File: src/hw/rtl/omgf_pkg.sv
`default_nettype none
// ----------------------------------------------------------------------------
// omgf_pkg
// Shared types, codes and constants of the object masked gaussian filter.
// ----------------------------------------------------------------------------
package omgf_pkg;

  localparam int MAX_WIDTH_DEF  = 1024;
  localparam int MAX_HEIGHT_DEF = 1024;
  localparam int MAX_WINDOW_DEF = 7;
  localparam int COLOR_BITS_DEF = 16;
  localparam int ID_BITS_DEF    = 4;

  // fixed field widths of the channels
  localparam int COLOR_W = 16;
  localparam int ID_W    = 4;
  localparam int POS_W   = 10;

  // configuration port
  localparam int CFG_W     = 11;
  localparam int CFG_IDX_W = 2;
  localparam logic [CFG_IDX_W-1:0] CFG_FRAME_WIDTH  = 2'd0;
  localparam logic [CFG_IDX_W-1:0] CFG_FRAME_HEIGHT = 2'd1;
  localparam logic [CFG_IDX_W-1:0] CFG_WINDOW_SIZE  = 2'd2;
  localparam logic [CFG_W-1:0] FRAME_WIDTH_RST  = 11'd480;
  localparam logic [CFG_W-1:0] FRAME_HEIGHT_RST = 11'd360;
  localparam logic [2:0]       WINDOW_SIZE_RST  = 3'd7;

  // input item kinds
  localparam logic CMD_PIXEL = 1'b0;
  localparam logic CMD_FLUSH = 1'b1;

  // binomial rows C(2m, i) for half widths m = 0..4
  localparam int BIN_W    = 7;
  localparam int MAX_HALF = 4;
  localparam logic [BIN_W-1:0] BINOM [MAX_HALF+1][2*MAX_HALF+1] = '{
    '{7'd1, 7'd0, 7'd0,  7'd0,  7'd0,  7'd0,  7'd0,  7'd0, 7'd0},
    '{7'd1, 7'd2, 7'd1,  7'd0,  7'd0,  7'd0,  7'd0,  7'd0, 7'd0},
    '{7'd1, 7'd4, 7'd6,  7'd4,  7'd1,  7'd0,  7'd0,  7'd0, 7'd0},
    '{7'd1, 7'd6, 7'd15, 7'd20, 7'd15, 7'd6,  7'd1,  7'd0, 7'd0},
    '{7'd1, 7'd8, 7'd28, 7'd56, 7'd70, 7'd56, 7'd28, 7'd8, 7'd1}
  };

  typedef enum logic [2:0] {
    ST_IDLE,
    ST_DECIDE,
    ST_CENTER,
    ST_SCAN,
    ST_DRAIN,
    ST_DIV,
    ST_LOAD
  } omgf_state_t;

  typedef struct packed {
    logic take;
    logic ctr_rd;
    logic ctr_cap;
    logic scan_step;
    logic div_start;
    logic div_step;
    logic load_out;
  } omgf_cmd_t;

  typedef struct packed {
    logic emit_due;
    logic scan_last;
    logic pipe_busy;
    logic div_done;
    logic out_free;
  } omgf_status_t;

endpackage
`default_nettype wire

File: src/hw/rtl/omgf_ctrl.sv
`default_nettype none
// ----------------------------------------------------------------------------
// omgf_ctrl
// Sequencer: takes a transaction, decides on a result, runs the window scan,
// the divider and the output load.
// ----------------------------------------------------------------------------
module omgf_ctrl (
  input  logic                  clk,
  input  logic                  rst_n,
  input  logic                  in_valid,
  output logic                  in_ready,
  input  omgf_pkg::omgf_status_t status_i,
  output omgf_pkg::omgf_cmd_t    cmd_o
);
  import omgf_pkg::*;

  omgf_state_t state_r, state_nxt;

  always_ff @(posedge clk) begin
    if (!rst_n) begin
      state_r <= ST_IDLE;
    end else begin
      state_r <= state_nxt;
    end
  end

  always_comb begin
    state_nxt = state_r;
    cmd_o     = '0;
    in_ready  = 1'b0;
    case (state_r)
      ST_IDLE: begin
        in_ready = 1'b1;
        if (in_valid) begin
          cmd_o.take = 1'b1;
          state_nxt  = ST_DECIDE;
        end
      end
      ST_DECIDE: begin
        if (status_i.emit_due) begin
          cmd_o.ctr_rd = 1'b1;
          state_nxt    = ST_CENTER;
        end else begin
          state_nxt = ST_IDLE;
        end
      end
      ST_CENTER: begin
        cmd_o.ctr_cap = 1'b1;
        state_nxt     = ST_SCAN;
      end
      ST_SCAN: begin
        cmd_o.scan_step = 1'b1;
        if (status_i.scan_last) begin
          state_nxt = ST_DRAIN;
        end
      end
      ST_DRAIN: begin
        if (!status_i.pipe_busy) begin
          cmd_o.div_start = 1'b1;
          state_nxt       = ST_DIV;
        end
      end
      ST_DIV: begin
        if (status_i.div_done) begin
          state_nxt = ST_LOAD;
        end else begin
          cmd_o.div_step = 1'b1;
        end
      end
      ST_LOAD: begin
        if (status_i.out_free) begin
          cmd_o.load_out = 1'b1;
          state_nxt      = ST_IDLE;
        end
      end
      default: begin
        state_nxt = ST_IDLE;
      end
    endcase
  end

endmodule
`default_nettype wire

File: config.mk
export PLATFORM = sky130hd
export DESIGN_NAME = omgf_ctrl
export DESIGN_NICKNAME = d
export VERILOG_FILES = /design/src/hw/rtl/omgf_pkg.sv /design/src/hw/rtl/omgf_ctrl.sv
export SDC_FILE = /design/constraint.sdc
export NUM_CORES = 1
export LEC_CHECK = 0
export CORE_AREA = 2 2 39 41
export DETAILED_ROUTE_END_ITERATION = 10
export DIE_AREA = 0 0 41 43
export DONT_BUFFER_PORTS = 1
export SYNTH_ARGS = -nofsm -noshare
export SYNTH_HDL_FRONTEND = slang
export SYNTH_SLANG_ARGS = --single-unit
export TNS_END_PERCENT = 20
File: constraint.sdc
create_clock -name clk -period 1.4 [get_ports clk]
set_input_delay 0.28 -clock clk [delete_from_list [all_inputs] [get_ports clk]]
set_output_delay 0.28 -clock clk [all_outputs]
set_load 0.01 [all_outputs]
### Word level (Yosys, flattened, before mapping)

Cells that the tools add are included.
Widths: inputs -> output; s select.

| storage, ports and cells | value |
|---|---|
| word-level logic and storage cells | 34 |
| flip-flop bits (word level) | 3 |
| input port bits | 8 |

| cells by class | value |
|---|---|
| reduce and logical (&&, ||, !) cells | 2 |
| equality and inequality tests | 11 |
| multiplexer cells | 20 |

Operators with widths:

| operator | number |
|---|---|
| $pmux 3 s7 | 1 |
| $mux 3 | 5 |
| $mux 1 | 13 |
| $ne 2x2->1 const B | 5 |
| $eq 3x3->1 const B | 3 |
| $eq 3x2->1 const B | 2 |
| $reduce_and 5->1 | 1 |
| $eq 3x1->1 const B | 1 |
| $logic_not 3->1 | 1 |
| $mux 2 | 1 |

### Longest topological paths before layout

| logic depth | value |
|---|---|
| depth after elaboration | 3 |
| gate-level depth with buffers | 4 |
| depth with buffers taken out | 3 |

### Worst setup path before layout

OpenSTA, ideal clock, no wires.

| timing path | value |
|---|---|
| path type | register to output |
| from | register state_r[0] |
| to | output cmd_o[6] in the netlist's numbering |
| buffers on the path | 1 |
| data required time | 1.120 ns |
| path slack | 0.193 ns |
| data arrival time | 0.927 ns |
| stages on the path, launching flop included | 4 |
| cell sequence | dfxtp_1 > buf_2 > nor3_2 > and2_1 |

RTL lines:

| what | line | source |
|---|---|---|
| start: declaration | omgf_ctrl.sv:17 | `omgf_state_t state_r, state_nxt;` |
| start signal: assignment | omgf_ctrl.sv:23 | `state_r <= state_nxt;` |
| end: declaration | omgf_ctrl.sv:13 | `output omgf_pkg::omgf_cmd_t cmd_o` |

==> summary.md <==
| Metric | Value |
|---|---|
| GRT overflow | 0 |
| Clk_lat worst skew | between 0.2 and 0.25 ns |
| EDFF count, synth | 0 |
| Final period utilization | between 90% and 100% |
| Worst Setup End Kind | primary output |
| Die H | about 43 µm |
| Period minus WS final | 1.329 ns |
| Compound-Gate Fraction of Synth Area | 23.22% |
| Post-Synth Adder-Cell Area | 0% |
| Largest reg by FF count | state_r |
| Main synth FF type | dfxtp_1 |
| Post-CTS setup buffers | 0 |
| Multi-input gate area | between 200 and 250 µm² |
| Crit path largest cell delay | ~0.4 ns |
| Initial DRC Count | 5 |
| Share of layout cells above drive strength 1 | between 50% and 60% |
| Drt drc | 0 |
| Final nets | 44 |
| Synth async-reset ratio | 0% |
| Gp weighted congestion | roughly 0.64 |
| Highest clock rate | roughly 0.75 GHz |
| Seq cells post-synth | 3 |
| Crit path required time | 1.12 ns |
| Peak supply drop | roughly 0.32 mV |
| Dpl hpwl | approximately 450 µm |
| Mapped Area | 264.0 µm² |
| Global-route wire length before repair | roughly 930 µm |
| Top cell type by total area after synthesis | dfxtp_1 |
| CP cell instances | buf_4, and4b_2 |
| Largest family of logic cells by synthesized area | simple AND/OR/NAND/NOR gates |
| Regs by FF count | state_r (3) |
| Mapped Nets | 39 |
| Synth warnings | 0 |
| CTS tree | yes |
| CP Launch Type | flop |
| Sink Count | 3 |
| Area delta synth->final | 28.91% |
| Placed Instances | 47 |
| Hold_ws | 0.1675 ns |
| Arrival time worst endpoint | around 1.1 ns |
| Worst-path fanout max | 7 |
| CP top delay family | flip-flops |
| Routed Antenna Nets | 0 |
| Outcome | finished, final reports clean |
| Total Routing Usage GR | under 10% |
| Min setup slack post-route | 0.07055 ns |
| Seq. cell area | roughly 66 µm² |
| DR vias | between 200 and 250 |
| Max-cap viol count | 0 |
| Post-synthesis sequential area ratio | between 20% and 30% |
| I/O Buffers | 0 |
| # H-tree levels | 1 |
| Clk buf depth | 2 |
| Cell Rows | 14 |
| Synth Area in Simple Gates | between 40% and 50% |
| Drt pass-1 iters | 3 |
| Synth area leaders | dfxtp_1 23%, mux2_4 5.7%, nor3b_1 5.7% |
| Worst-path clk slew | ~0.040 ns |
| Hold buffer count at CTS | 0 |
| Number of global-route vias before repair | around 220 |
| Die area | ~1800 µm² |
| Fillers | between 150 and 200 |
| Max reg flops | 3 |
| Critical path buffers and inverters | 1 |
| Cells after synthesis | 31 |
| Final setup fails | 0 |
| Non-filler cells, final | 51 |
| Initial Util | a little under a fifth |
| Final core occ | around 25% |
| HP Class | input pin to flop |
| Max Transition Viols Final | 0 |
| Worst slack at placement | 0.1906 ns |
| Commonest non-fill, non-tap cells in the layout | 3 x clkbuf_4, 3 x buf_4 |
| Syn Area/Cell | 8.516 µm² |
| Worst clock skew | 0.001695 ns |
| Mux contribution to synthesized area | approximately 5.7% |
| Clk root buf | clkbuf_4 |
| Wire length per cell | ~12 µm |
| Die W | about 40 µm |
| CP Launch Point | state_r[2] |
| Largest net degree at the start of global routing | 14 |
| Core Area | about 1400 µm² |
| Num CTS Buffers | 3 |
| Post-synthesis xor/xnor area fraction | 0% |
| Vias per inst | around 4.5 |
| Top-area cell type share of the netlist area | between 20% and 30% |
| Final Hold Fails | 0 |
| Worst-Margin Slew | 0.2316 ns |
| WS Path Type | flop to primary output |
| Pwr dens | 897.4 nW/µm² |
| Initial antenna violation count | 0 |
| # diodes | 0 |
| Leakage power | 0.1186 nW |
| Hold Startpoint | rst_n |
| R2r startpoint | state_r[2] |
| Slowest-stage cell, CP | dfxtp_2 |
| Post-synth cell types | 24 |
| Slew headroom | between 80% and 90% |
| Io pins | 16 |
| WL final | 615 µm |
[worst register-to-register path: cells and delay by family, from the launching register on]
| family | cells | cell delay [ns] |
|---|---|---|
| AO/OA/AOI/OAI | 1 | 0.13 |
| flip-flops | 1 | 0.35 |
| AND/OR/NAND/NOR | 2 | 0.37 |
| buffers and inverters | 1 | 0.17 |
[power by group]
group | total [mW] | internal [mW] | switching (mW)
registers | 0.106 | 0.0912 | 0.0145
clock network | 0.152 | 0.107 | 0.0447
logic | 0.0482 | 0.0292 | 0.0190
[cells by family (layout without fill, tap and decap cells)]
family | Yosys count | in the layout
compound gates | 9 | 9
buf+inv | 3 | 7
flops | 3 | 3
mux | 1 | 1
simple gates | 15 | 15
[final cells by class]
type                       instances  area share, %
timing repair buffer               3          6.618
tap                               16          5.882
clock buffer                       4          7.721
sequential                         3          19.49
multi-input combinational         25          60.29
[repair_timing]
action / 4_1_cts / 5_1_grt
gates resized for setup: 5 / 4
cloned: 0 / 0
setup endpoints to repair: 3 / 2
[synthesized netlist by cell type, types with 2 or more instances]
master / instances
dfxtp_1: 3
nand2b_1: 2
nand2_1: 2
nor3b_1: 2
a21oi_1: 2
o21ai_0: 2
[metal layers]
layer | vias to the layer above | wire [µm] | GRT usage (%)
met1 | 103 | 260 | 9.295
met2 | 8 | 291 | 9.688
met4 | 0 | 0 | 10.00
li1 | 119 | - | -
met3 | 0 | 63 | 3.141
met5 | - | 0 | 0
[per-stage QoR]
| step | cell area (µm²) | TNS, ns | total power, mW |
|---|---|---|---|
| finish | 340.3 | 0 | 0.3054 |
| global route | 340.3 | -0.0002898 | 0.3299 |
| CTS | 329.1 | 0 | 0.3155 |
| detailed placement | 285.3 | 0 | 0.1518 |
| global placement | 285.3 | 0 | 0.1509 |
| floorplan | 264.0 | 0 | 0.1428 |
[path summary, 6_finish.rpt]
check	depth (start not counted)	endpoint	slack (ns)
worst max-delay path	2	cmd_o[0]	0.07
worst min-delay path	1	state_r[0]	0.17
worst max register to register	4	state_r[2]	0.32
worst min register to register	2	state_r[1]	0.57
(Power assumes the default switching activity.)
